===== config.mk =====
export PLATFORM = sky130hd
export DESIGN_NAME = music_port_to_psg_bridge_core
export DESIGN_NICKNAME = d
export VERILOG_FILES = /design/src/hdl/mpb_pkg.sv /design/src/hdl/mpb_mod_unit.sv /design/src/hdl/mpb_front.sv /design/src/hdl/mpb_cmd_queue.sv /design/src/hdl/mpb_back.sv /design/src/hdl/music_port_to_psg_bridge_core.sv
export VERILOG_INCLUDE_DIRS = /design/src /design/src/hdl
export SDC_FILE = /design/constraint.sdc
export NUM_CORES = 1
export LEC_CHECK = 0
export ABC_CLOCK_PERIOD_IN_PS = 3750
export BUFFER_PORTS_ARGS = -buffer_cell sky130_fd_sc_hd__buf_2
export CORE_MARGIN = 10
export CORE_UTILIZATION = 45
export CTS_BUF_LIST = sky130_fd_sc_hd__clkbuf_8
export DETAILED_ROUTE_END_ITERATION = 7
export GPL_TIMING_DRIVEN = 0
export HOLD_SLACK_MARGIN = 0.15
export PLACE_DENSITY = 0.71
export SETUP_SLACK_MARGIN = 0.02
export SLEW_MARGIN = 20
export SYNTH_ARGS = -nofsm -noshare
export SYNTH_HDL_FRONTEND = slang
export SYNTH_SLANG_ARGS = --single-unit

===== constraint.sdc =====
create_clock -name clk -period 3.75 [get_ports clk]
set_input_delay 0.75 -clock clk [delete_from_list [all_inputs] [get_ports clk]]
set_output_delay 0.75 -clock clk [all_outputs]
set_load 0.02 [all_outputs]

===== src/hdl/music_port_to_psg_bridge_core_macros.svh =====
// Assertion macros used by the bridge top level.
`ifndef MUSIC_PORT_TO_PSG_BRIDGE_CORE_MACROS_SVH
`define MUSIC_PORT_TO_PSG_BRIDGE_CORE_MACROS_SVH

// Checks that the consequent holds in the same cycle as the antecedent.
`define MPB_ASSERT_IMP(label, ante, cons, msg) \
    label: assert property (@(posedge clk) disable iff (!rst_n) (ante) |-> (cons)) \
        else $error(msg);

// Checks that the consequent holds in the cycle after the antecedent.
`define MPB_ASSERT_NXT(label, ante, cons, msg) \
    label: assert property (@(posedge clk) disable iff (!rst_n) (ante) |=> (cons)) \
        else $error(msg);

`endif


===== src/hdl/mpb_pkg.sv =====
`default_nettype none

package mpb_pkg;

    localparam int CHAN_W              = 3;
    localparam int DRIVEN_CHANNELS_DEF = 3;
    localparam int TEMPO_W             = 16;
    localparam int PERIOD_W            = 12;
    localparam int QUEUE_DEPTH         = 2;
    localparam int PITCH_ENTRIES       = 113;

    localparam logic [7:0] PORT_CH0    = 8'h10;
    localparam logic [7:0] PORT_CH1    = 8'h11;
    localparam logic [7:0] PORT_CH2    = 8'h12;
    localparam logic [7:0] PORT_CH3    = 8'h14;
    localparam logic [7:0] PORT_CH4    = 8'h15;
    localparam logic [7:0] PORT_CH5    = 8'h16;
    localparam logic [7:0] PORT_KEY    = 8'h18;
    localparam logic [7:0] PORT_STATUS = 8'h1A;

    localparam logic [3:0] MIXER_REG   = 4'd7;
    localparam logic [3:0] VOLUME_BASE = 4'd8;
    localparam logic [7:0] MIXER_VALUE = 8'h38;
    localparam logic [7:0] ON_VOLUME   = 8'd14;
    localparam logic [7:0] LEVEL_HIGH  = 8'hF0;

    typedef enum logic [1:0] {
        OP_READ,
        OP_MUTE,
        OP_NOTE
    } op_t;

    typedef struct packed {
        op_t                 op;
        logic [CHAN_W-1:0]   chan;
        logic [PERIOD_W-1:0] period;
        logic                level;
    } cmd_t;

    typedef struct packed {
        logic                hit;
        logic [PERIOD_W-1:0] period;
    } lookup_t;

    localparam logic [15:0] PITCH_WORDS [PITCH_ENTRIES] = '{
        16'h9741, 16'h8EBE, 16'h86BB, 16'h7F2E, 16'h780B, 16'h714E, 16'h6AED, 16'h64EC,
        16'h5F41, 16'h59E8, 16'h54D9, 16'h5015, 16'h4B95, 16'h4754, 16'h4353, 16'h3F8D,
        16'h3BFC, 16'h389E, 16'h356E, 16'h326E, 16'h2F99, 16'h2CED, 16'h2A66, 16'h2805,
        16'h25C5, 16'h23A5, 16'h21A5, 16'h1FC3, 16'h1DFB, 16'h1C4C, 16'h1AB4, 16'h1934,
        16'h17CA, 16'h1674, 16'h1531, 16'h1401, 16'h12E1, 16'h11D1, 16'h10D1, 16'h0FE1,
        16'h0EFD, 16'h0E25, 16'h0D59, 16'h0C99, 16'h0BE4, 16'h0B39, 16'h0A98, 16'h0A00,
        16'h0970, 16'h08E8, 16'h0868, 16'h07F0, 16'h077E, 16'h0712, 16'h06AC, 16'h064C,
        16'h05F2, 16'h059C, 16'h054C, 16'h0500, 16'h04B8, 16'h0474, 16'h0434, 16'h03F8,
        16'h03BF, 16'h0389, 16'h0356, 16'h0326, 16'h02F9, 16'h02CE, 16'h02A6, 16'h0280,
        16'h025C, 16'h023A, 16'h021A, 16'h01FC, 16'h01DF, 16'h01C4, 16'h01AB, 16'h0193,
        16'h017C, 16'h0167, 16'h0153, 16'h0140, 16'h012E, 16'h011D, 16'h010D, 16'h00FE,
        16'h00F0, 16'h00E2, 16'h00D5, 16'h00C9, 16'h00BE, 16'h00B3, 16'h00A9, 16'h00A0,
        16'h0097, 16'h008E, 16'h0086, 16'h007F, 16'h0078, 16'h0071, 16'h006A, 16'h0064,
        16'h005F, 16'h0059, 16'h0054, 16'h0050, 16'h004B, 16'h0047, 16'h0043, 16'h003F,
        16'h003C
    };

    localparam logic [PERIOD_W-1:0] BASE_PERIOD [12] = '{
        12'hEE8, 12'hE12, 12'hD48, 12'hC88, 12'hBD4, 12'hB2A,
        12'hA8A, 12'h9F2, 12'h964, 12'h8DC, 12'h85E, 12'h7E6
    };

    // The pitch words are all distinct, so at most one entry matches.
    function automatic lookup_t pitch_lookup(input logic [15:0] word);
        lookup_t res;
        res = '0;
        for (int i = 0; i < PITCH_ENTRIES; i++)
        begin
            if (word == PITCH_WORDS[i])
            begin
                res.hit = 1'b1;
                if ((i / 12) < 8)
                begin
                    res.period = res.period | (BASE_PERIOD[i % 12] >> (i / 12));
                end
            end
        end
        return res;
    endfunction

endpackage

`default_nettype wire


===== src/hdl/mpb_mod_unit.sv =====
`default_nettype none

module mpb_mod_unit (
    input  wire logic                        clk,
    input  wire logic                        rst_n,
    input  wire logic                        start,
    input  wire logic [mpb_pkg::TEMPO_W-1:0] dividend,
    input  wire logic [mpb_pkg::TEMPO_W-1:0] divisor,
    output logic                             busy,
    output logic                             done,
    output logic [mpb_pkg::TEMPO_W-1:0]      remainder
);
    import mpb_pkg::*;

    localparam int CNT_W = $clog2(TEMPO_W);

    logic               busy_reg, busy_next;
    logic [CNT_W-1:0]   cnt_reg, cnt_next;
    logic [TEMPO_W-1:0] rem_reg, rem_next;
    logic [TEMPO_W-1:0] dvd_reg, dvd_next;
    logic [TEMPO_W-1:0] dvs_reg, dvs_next;
    logic [TEMPO_W:0]   trial;
    logic [TEMPO_W:0]   diff;
    logic               fits;

    always_ff @(posedge clk or negedge rst_n)
    begin
        if (!rst_n)
        begin
            busy_reg <= 1'b0;
            cnt_reg  <= '0;
        end
        else
        begin
            busy_reg <= busy_next;
            cnt_reg  <= cnt_next;
        end
    end

    always_ff @(posedge clk)
    begin
        rem_reg <= rem_next;
        dvd_reg <= dvd_next;
        dvs_reg <= dvs_next;
    end

    always_comb
    begin
        trial = {rem_reg, dvd_reg[TEMPO_W-1]};
        diff  = trial - {1'b0, dvs_reg};
        fits  = trial >= {1'b0, dvs_reg};
        done  = busy_reg && (cnt_reg == CNT_W'(TEMPO_W - 1));
        remainder = fits ? diff[TEMPO_W-1:0] : trial[TEMPO_W-1:0];

        busy_next = busy_reg;
        cnt_next  = cnt_reg;
        rem_next  = rem_reg;
        dvd_next  = dvd_reg;
        dvs_next  = dvs_reg;
        if (start)
        begin
            busy_next = 1'b1;
            cnt_next  = '0;
            rem_next  = '0;
            dvd_next  = dividend;
            dvs_next  = divisor;
        end
        else if (busy_reg)
        begin
            rem_next = remainder;
            dvd_next = {dvd_reg[TEMPO_W-2:0], 1'b0};
            cnt_next = cnt_reg + 1'b1;
            if (done)
            begin
                busy_next = 1'b0;
            end
        end
    end

    assign busy = busy_reg;

endmodule

`default_nettype wire


===== src/hdl/mpb_front.sv =====
`default_nettype none

module mpb_front #(
    parameter int DRIVEN_CHANNELS = mpb_pkg::DRIVEN_CHANNELS_DEF
) (
    input  wire logic                        clk,
    input  wire logic                        rst_n,
    input  wire logic                        in_valid,
    output logic                             in_ready,
    input  wire logic                        action,
    input  wire logic [7:0]                  port,
    input  wire logic [7:0]                  write_data,
    input  wire logic                        cfg_we,
    input  wire logic [mpb_pkg::TEMPO_W-1:0] cfg_wdata,
    input  wire logic                        q_full,
    output logic                             push,
    output mpb_pkg::cmd_t                    push_cmd,
    output logic                             mod_busy
);
    import mpb_pkg::*;

    logic               high_byte_expected_reg, high_byte_expected_next;
    logic [7:0]         saved_low_byte_reg, saved_low_byte_next;
    logic               key_on_reg, key_on_next;
    logic [TEMPO_W-1:0] read_count_reg, read_count_next;
    logic [TEMPO_W-1:0] rem_reg, rem_next;
    logic               tempo_level_reg, tempo_level_next;
    logic [TEMPO_W-1:0] tempo_period_reg, tempo_period_next;

    logic               accept;
    logic               is_chan;
    logic [CHAN_W-1:0]  chan;
    logic [TEMPO_W-1:0] count_inc;
    logic [TEMPO_W:0]   rem_inc;
    logic               toggle;
    lookup_t            lk;
    logic               mod_done;
    logic [TEMPO_W-1:0] mod_rem;

    mpb_mod_unit u_mod (
        .clk       (clk),
        .rst_n     (rst_n),
        .start     (cfg_we),
        .dividend  (read_count_reg),
        .divisor   (tempo_period_next),
        .busy      (mod_busy),
        .done      (mod_done),
        .remainder (mod_rem)
    );

    always_ff @(posedge clk or negedge rst_n)
    begin
        if (!rst_n)
        begin
            high_byte_expected_reg <= 1'b0;
            saved_low_byte_reg     <= '0;
            key_on_reg             <= 1'b0;
            read_count_reg         <= '0;
            rem_reg                <= '0;
            tempo_level_reg        <= 1'b1;
            tempo_period_reg       <= TEMPO_W'(1);
        end
        else
        begin
            high_byte_expected_reg <= high_byte_expected_next;
            saved_low_byte_reg     <= saved_low_byte_next;
            key_on_reg             <= key_on_next;
            read_count_reg         <= read_count_next;
            rem_reg                <= rem_next;
            tempo_level_reg        <= tempo_level_next;
            tempo_period_reg       <= tempo_period_next;
        end
    end

    always_comb
    begin
        is_chan = 1'b1;
        chan    = '0;
        case (port)
            PORT_CH0: chan = CHAN_W'(0);
            PORT_CH1: chan = CHAN_W'(1);
            PORT_CH2: chan = CHAN_W'(2);
            PORT_CH3: chan = CHAN_W'(3);
            PORT_CH4: chan = CHAN_W'(4);
            PORT_CH5: chan = CHAN_W'(5);
            default:  is_chan = 1'b0;
        endcase
    end

    always_comb
    begin
        in_ready  = !q_full && !mod_busy;
        accept    = in_valid && in_ready;
        count_inc = read_count_reg + 1'b1;
        rem_inc   = {1'b0, rem_reg} + 1'b1;
        toggle    = (count_inc == '0) || (rem_inc == {1'b0, tempo_period_reg});
        lk        = pitch_lookup({write_data, saved_low_byte_reg});

        high_byte_expected_next = high_byte_expected_reg;
        saved_low_byte_next     = saved_low_byte_reg;
        key_on_next             = key_on_reg;
        read_count_next         = read_count_reg;
        rem_next                = rem_reg;
        tempo_level_next        = tempo_level_reg;
        tempo_period_next       = tempo_period_reg;

        push          = 1'b0;
        push_cmd      = '0;
        push_cmd.chan = chan;

        if (cfg_we)
        begin
            tempo_period_next = (cfg_wdata == '0) ? TEMPO_W'(1) : cfg_wdata;
        end
        if (mod_done)
        begin
            rem_next = mod_rem;
        end

        if (accept)
        begin
            if (action)
            begin
                if (port == PORT_STATUS)
                begin
                    if (toggle)
                    begin
                        read_count_next  = '0;
                        rem_next         = '0;
                        tempo_level_next = !tempo_level_reg;
                    end
                    else
                    begin
                        read_count_next = count_inc;
                        rem_next        = rem_inc[TEMPO_W-1:0];
                    end
                    push           = 1'b1;
                    push_cmd.op    = OP_READ;
                    push_cmd.level = tempo_level_next;
                end
            end
            else if (port == PORT_KEY)
            begin
                key_on_next = !write_data[7];
            end
            else if (is_chan)
            begin
                if (!high_byte_expected_reg)
                begin
                    saved_low_byte_next     = write_data;
                    high_byte_expected_next = 1'b1;
                end
                else
                begin
                    high_byte_expected_next = 1'b0;
                    if (chan < CHAN_W'(DRIVEN_CHANNELS))
                    begin
                        push = 1'b1;
                        if (key_on_reg && lk.hit)
                        begin
                            push_cmd.op     = OP_NOTE;
                            push_cmd.period = lk.period;
                        end
                        else
                        begin
                            push_cmd.op = OP_MUTE;
                        end
                    end
                end
            end
        end
    end

endmodule

`default_nettype wire


===== src/hdl/mpb_cmd_queue.sv =====
`default_nettype none

module mpb_cmd_queue (
    input  wire logic          clk,
    input  wire logic          rst_n,
    input  wire logic          push,
    input  wire mpb_pkg::cmd_t push_cmd,
    output logic               full,
    input  wire logic          pop,
    output logic               q_valid,
    output mpb_pkg::cmd_t      q_cmd
);
    import mpb_pkg::*;

    localparam int PTR_W = (QUEUE_DEPTH > 1) ? $clog2(QUEUE_DEPTH) : 1;
    localparam int CNT_W = $clog2(QUEUE_DEPTH + 1);

    cmd_t             entry_reg [QUEUE_DEPTH];
    logic [PTR_W-1:0] wr_ptr_reg, wr_ptr_next;
    logic [PTR_W-1:0] rd_ptr_reg, rd_ptr_next;
    logic [CNT_W-1:0] count_reg, count_next;
    logic             do_push;
    logic             do_pop;

    always_ff @(posedge clk or negedge rst_n)
    begin
        if (!rst_n)
        begin
            wr_ptr_reg <= '0;
            rd_ptr_reg <= '0;
            count_reg  <= '0;
        end
        else
        begin
            wr_ptr_reg <= wr_ptr_next;
            rd_ptr_reg <= rd_ptr_next;
            count_reg  <= count_next;
        end
    end

    always_ff @(posedge clk)
    begin
        if (do_push)
        begin
            entry_reg[wr_ptr_reg] <= push_cmd;
        end
    end

    always_comb
    begin
        full    = (count_reg == CNT_W'(QUEUE_DEPTH));
        q_valid = (count_reg != '0);
        q_cmd   = entry_reg[rd_ptr_reg];
        do_push = push && !full;
        do_pop  = pop && q_valid;

        wr_ptr_next = wr_ptr_reg;
        rd_ptr_next = rd_ptr_reg;
        if (do_push)
        begin
            wr_ptr_next = (wr_ptr_reg == PTR_W'(QUEUE_DEPTH - 1)) ? '0 : wr_ptr_reg + 1'b1;
        end
        if (do_pop)
        begin
            rd_ptr_next = (rd_ptr_reg == PTR_W'(QUEUE_DEPTH - 1)) ? '0 : rd_ptr_reg + 1'b1;
        end
        count_next = count_reg + CNT_W'(do_push) - CNT_W'(do_pop);
    end

endmodule

`default_nettype wire


===== src/hdl/mpb_back.sv =====
`default_nettype none

module mpb_back (
    input  wire logic          clk,
    input  wire logic          rst_n,
    input  wire logic          q_valid,
    input  wire mpb_pkg::cmd_t q_cmd,
    output logic               pop,
    output logic               out_valid,
    input  wire logic          out_ready,
    output logic               kind,
    output logic [3:0]         chip_register,
    output logic [7:0]         chip_value,
    output logic [7:0]         read_data,
    output logic               last
);
    import mpb_pkg::*;

    logic       out_valid_reg, out_valid_next;
    logic [1:0] step_reg, step_next;
    logic       kind_reg, kind_next;
    logic [3:0] chip_register_reg, chip_register_next;
    logic [7:0] chip_value_reg, chip_value_next;
    logic [7:0] read_data_reg, read_data_next;
    logic       last_reg, last_next;
    logic       load;
    logic [3:0] chan4;

    always_ff @(posedge clk or negedge rst_n)
    begin
        if (!rst_n)
        begin
            out_valid_reg <= 1'b0;
            step_reg      <= '0;
        end
        else
        begin
            out_valid_reg <= out_valid_next;
            step_reg      <= step_next;
        end
    end

    always_ff @(posedge clk)
    begin
        kind_reg          <= kind_next;
        chip_register_reg <= chip_register_next;
        chip_value_reg    <= chip_value_next;
        read_data_reg     <= read_data_next;
        last_reg          <= last_next;
    end

    always_comb
    begin
        load  = !out_valid_reg || out_ready;
        chan4 = 4'(q_cmd.chan);

        out_valid_next     = out_valid_reg;
        step_next          = step_reg;
        kind_next          = kind_reg;
        chip_register_next = chip_register_reg;
        chip_value_next    = chip_value_reg;
        read_data_next     = read_data_reg;
        last_next          = last_reg;
        pop                = 1'b0;

        if (load)
        begin
            out_valid_next = q_valid;
            if (q_valid)
            begin
                kind_next          = 1'b0;
                chip_register_next = '0;
                chip_value_next    = '0;
                read_data_next     = '0;
                last_next          = 1'b1;
                case (q_cmd.op)
                    OP_READ:
                    begin
                        kind_next      = 1'b1;
                        read_data_next = q_cmd.level ? LEVEL_HIGH : 8'h00;
                    end
                    OP_NOTE:
                    begin
                        last_next = (step_reg == 2'd3);
                        case (step_reg)
                            2'd0:
                            begin
                                chip_register_next = {chan4[2:0], 1'b0};
                                chip_value_next    = q_cmd.period[7:0];
                            end
                            2'd1:
                            begin
                                chip_register_next = {chan4[2:0], 1'b1};
                                chip_value_next    = 8'(q_cmd.period[PERIOD_W-1:8]);
                            end
                            2'd2:
                            begin
                                chip_register_next = MIXER_REG;
                                chip_value_next    = MIXER_VALUE;
                            end
                            default:
                            begin
                                chip_register_next = VOLUME_BASE + chan4;
                                chip_value_next    = ON_VOLUME;
                            end
                        endcase
                    end
                    default:
                    begin
                        chip_register_next = VOLUME_BASE + chan4;
                    end
                endcase
                pop       = last_next;
                step_next = last_next ? 2'd0 : step_reg + 2'd1;
            end
        end
    end

    assign out_valid     = out_valid_reg;
    assign kind          = kind_reg;
    assign chip_register = chip_register_reg;
    assign chip_value    = chip_value_reg;
    assign read_data     = read_data_reg;
    assign last          = last_reg;

endmodule

`default_nettype wire


===== src/hdl/music_port_to_psg_bridge_core.sv =====
// A result passes the queue, then the back-end output register; a note gives four results.
// Throughput: one transaction per cycle in and one result per cycle out, unless in_ready or out_ready is low.
// A note holds the back end for its four results; a two-entry queue absorbs bursts.
// A tempo write blocks input while the remainder is recomputed bit by bit.
// Reset (rst_n, asynchronous, active low) empties the queue, clears out_valid and the control state, not data regs.
`default_nettype none
`include "music_port_to_psg_bridge_core_macros.svh"

module music_port_to_psg_bridge_core #(
    parameter int DRIVEN_CHANNELS = mpb_pkg::DRIVEN_CHANNELS_DEF
) (
    input  wire logic                        clk,
    input  wire logic                        rst_n,
    input  wire logic                        in_valid,
    output logic                             in_ready,
    input  wire logic                        action,
    input  wire logic [7:0]                  port,
    input  wire logic [7:0]                  write_data,
    output logic                             out_valid,
    input  wire logic                        out_ready,
    output logic                             kind,
    output logic [3:0]                       chip_register,
    output logic [7:0]                       chip_value,
    output logic [7:0]                       read_data,
    output logic                             last,
    input  wire logic                        cfg_we,
    input  wire logic [mpb_pkg::TEMPO_W-1:0] cfg_wdata
);
    import mpb_pkg::*;

    logic q_full;
    logic push;
    cmd_t push_cmd;
    logic pop;
    logic q_valid;
    cmd_t q_cmd;
    logic mod_busy;

    mpb_front #(
        .DRIVEN_CHANNELS (DRIVEN_CHANNELS)
    ) u_front (
        .clk        (clk),
        .rst_n      (rst_n),
        .in_valid   (in_valid),
        .in_ready   (in_ready),
        .action     (action),
        .port       (port),
        .write_data (write_data),
        .cfg_we     (cfg_we),
        .cfg_wdata  (cfg_wdata),
        .q_full     (q_full),
        .push       (push),
        .push_cmd   (push_cmd),
        .mod_busy   (mod_busy)
    );

    mpb_cmd_queue u_queue (
        .clk      (clk),
        .rst_n    (rst_n),
        .push     (push),
        .push_cmd (push_cmd),
        .full     (q_full),
        .pop      (pop),
        .q_valid  (q_valid),
        .q_cmd    (q_cmd)
    );

    mpb_back u_back (
        .clk           (clk),
        .rst_n         (rst_n),
        .q_valid       (q_valid),
        .q_cmd         (q_cmd),
        .pop           (pop),
        .out_valid     (out_valid),
        .out_ready     (out_ready),
        .kind          (kind),
        .chip_register (chip_register),
        .chip_value    (chip_value),
        .read_data     (read_data),
        .last          (last)
    );

    `MPB_ASSERT_IMP(a_busy_blocks_input, mod_busy, !in_ready, "input taken during remainder update")
    `MPB_ASSERT_IMP(a_full_blocks_input, q_full, !in_ready, "input taken while queue full")
    `MPB_ASSERT_IMP(a_read_result_shape, out_valid && kind,
        (chip_register == 4'd0) && (chip_value == 8'd0) && last, "malformed read result")
    `MPB_ASSERT_IMP(a_write_result_shape, out_valid && !kind, read_data == 8'd0,
        "read data set on a chip write")
    `MPB_ASSERT_NXT(a_cfg_starts_update, cfg_we, mod_busy, "tempo write did not start update")

endmodule

`default_nettype wire

==> metrics <==
status finished, final reports clean; Die H 182.7 um; # rows 59; Lkg Pwr 5.346 nW; Post-synth EDFFs 83; Cells after Synth 1,270; WP data arrival 3870 ps; Total Power 5.628 mW; Vias/cell 6.481; drt drc 0; DR vias 11,100; Worst path top cell family by delay simple AND/OR/NAND/NOR gates; initial antenna violation count 1; Crit Path Category input pin to register; max capacitance violation total 0; Final #Nets 1,428; layout cells sized above 1 20.62%; fin util 51.91%; most frequent cell after synthesis nand2_1; global-route wire length before repair 66,380 um; Final Setup Violations 0; Max Clock Freq 274.1 MHz; Clock Sinks 170; actual slew at the worst max-slew pin 944.0 ps; Synth-to-Final Area Change 13.50%; slowest stage cell on the critical path nor4bb_2; Top Ports 62; Final Critical Period 3648 ps; GRT overflow 0; clock skew 22.09 ps; CTS tree built; WL/cell 25.90 um; clk_lat worst skew 470 ps; R2R Path End u_queue.entry_reg[0][5]; Critical Path RT 3980 ps; CTS H-tree depth 4; PnR worst setup slack 101.8 ps; Initial Util 45.74%; Finished Layout Cells 1,712; Critical Path Sink u_queue.entry_reg[0][5]; crit path cell chain buf_2, clkbuf_1, nor4bb_2, nand4_1, nand2_1, nor3b_4, nand4_1, o41ai_2, or2_1, buf_2, a41oi_1; vias in the first global route 10,750; Yosys warnings 0; GPL Wtd Cong 1.009; Inst Count DP 1,670; top cells by count, synth 110 x nand2_1, 102 x nor2_1, 83 x edfxtp_1, 69 x dfrtp_1, 57 x nand4_1; Reg2Reg Depth 11; Port Buf Inserts 57; Tcrit/Tclk final 97.29%; DRT antenna net count 0; Fillers 2,408; CP max FO 10; Die X 182.7 um; synth unique cells 96; HP Class input pin to asynchronous set/reset pin; sequential fraction of the synthesis area 38.53%; Yosys reg bits 170; total wire length 44,340 um; RSZ-0062 raised after global routing true; Clock Root Buffer clkbuf_8; critical path startpoint write_data[1]; main area contributors after synthesis edfxtp_1 21%, dfrtp_1 14%, mux2_2 4.8%, nand2_1 3.5%, nor2_1 3.2%; Core ar. 26,060 sq um; Crit path buffers/inverters 3; async set-or-reset flop fraction in the synthesized netlist 41.76%; Longest Clk Path Bufs 2; Crit path largest cell delay 640 ps; All-Layer GR Usage 25.78%; diodes inserted 0; largest net degree at the start of global routing 37; Final Cell Area 13,530 sq um; Critical Path End Type register; Cell Area, Synth 11,920 sq um; placed inst area 12,730 sq um; Num CTS Buffers 17; cell taking the most area after synthesis edfxtp_1; Peak VDD IR 0.4583 mV; Pre-antenna DRT Iters 5; Synth top area share 20.91%; number of flip-flops in the largest register 36; final-report hold violation count 0; die area 33,400 sq um; relative slew slack 36.83%; Starting DRT DRC Count 1,205; clock slew at reported path FFs 110 ps; R2R Setup Slk 110 ps; WP depth 11; Crit Reg-Reg Startpoint u_front.saved_low_byte_reg[7]; Avg Inst Size Synth 9.385 sq um; PD cells 416.0 nW/um^2; pre-CTS worst setup slack -765.9 ps; DP HPWL 34,720 um; Hold Buf Count CTS 0; Final Max Tran Viols 0; CP Launch Type input pin; Synth Flop Type edfxtp_1
==> routing by layer <==
layer	vias up	part of all wire [%]	global-route usage, %
met1	5447	46	36.21
met4	0	3.3	9.567
met3	104	7.5	5.039
li1	5032	-	-
met5	-	0	0
met2	513	44	38.52
==> layout make-up <==
class | instances | area, sq um | area share (%)
buffer | 91 | 455.4 | 3.367
timing repair buffer | 75 | 431.7 | 3.191
clock inverter | 15 | 152.6 | 1.128
sequential | 170 | 4592 | 33.94
multi-input combinational | 968 | 7089 | 52.40
inverter | 41 | 153.9 | 1.138
tap | 335 | 419.2 | 3.098
clock buffer | 17 | 234.0 | 1.730
==> through the flow <==
stage / setup TNS, ps / hold slack, ps
finish: 0 / 262.4
global route: -8.318 / 270.8
CTS: 0 / 242.4
detailed placement: -20020 / 469.5
global placement: -41910 / 467.6
floorplan: 0 / 448.9
==> worst min path at each step <==
stage | to | start | slack (ps) | cells after the start
3_5_place_dp | u_front.u_mod.rem_reg[15] | u_front.u_mod.rem_reg[15] | 470 | 2
5_1_grt | u_front.read_count_reg[3] | rst_n | 270 | 1
3_3_place_gp | u_front.u_mod.rem_reg[15] | u_front.u_mod.rem_reg[15] | 470 | 2
6_report | u_front.read_count_reg[3] | rst_n | 260 | 1
4_1_cts | u_front.read_count_reg[3] | rst_n | 240 | 1
2_1_floorplan | u_back.out_valid | rst_n | 450 | 0
==> worst register-to-register path, stage by stage, from the launching register on <==
cell	delay, ps
dfrtp_1	450
buf_2	250
buf_2	270
nand4b_1	420
nor2_4	370
and3_1	380
nor4b_2	120
o2111ai_1	160
o41ai_2	90
or2_1	280
buf_2	220
a41oi_1	380
==> repair_timing <==
item,CTS,global route
hold endpoints to repair,0,0
pin swaps,0,5
setup endpoints to repair,26,32
gates resized for setup,22,44
buffers inserted,0,13
cloned,0,0
==> cells by family (layout without fill, tap and decap cells) <==
kind of cell               count (synthesis)  after routing  share of synthesized area (%)
buffers and inverters                    135            239                          5.070
other                                      1              4                        0.03146
muxes                                     73             73                          6.697
AOI/OAI and AO/OA                        258            258                          15.34
adders and majority gates                 26             26                          2.792
and+or+nand+nor                          554            554                          27.40
xor gates and xnor gates                  53             53                          4.147
DFF                                      170            170                          38.53
==> report_power, final <==
group	leakage, nW	internal [mW]	switching (mW)
Combinational	3.35	0.768	1.17
Clock	0.201	0.554	0.787
Sequential	1.79	2.21	0.133
==> cells in the final DEF (no fill, tap or decap), drive strengths merged, types with 25 or more instances in the layout <==
master / count
buf: 126
nand2: 110
nor2: 102
edfxtp: 83
dfrtp: 69
nand4: 59
clkbuf: 57
mux2: 51
inv: 51
nand3: 49
o21ai: 44
a21oi: 39
nor3: 35
xnor2: 31
nor4: 31
ha: 25
Power figures use the tool's default switching activity.
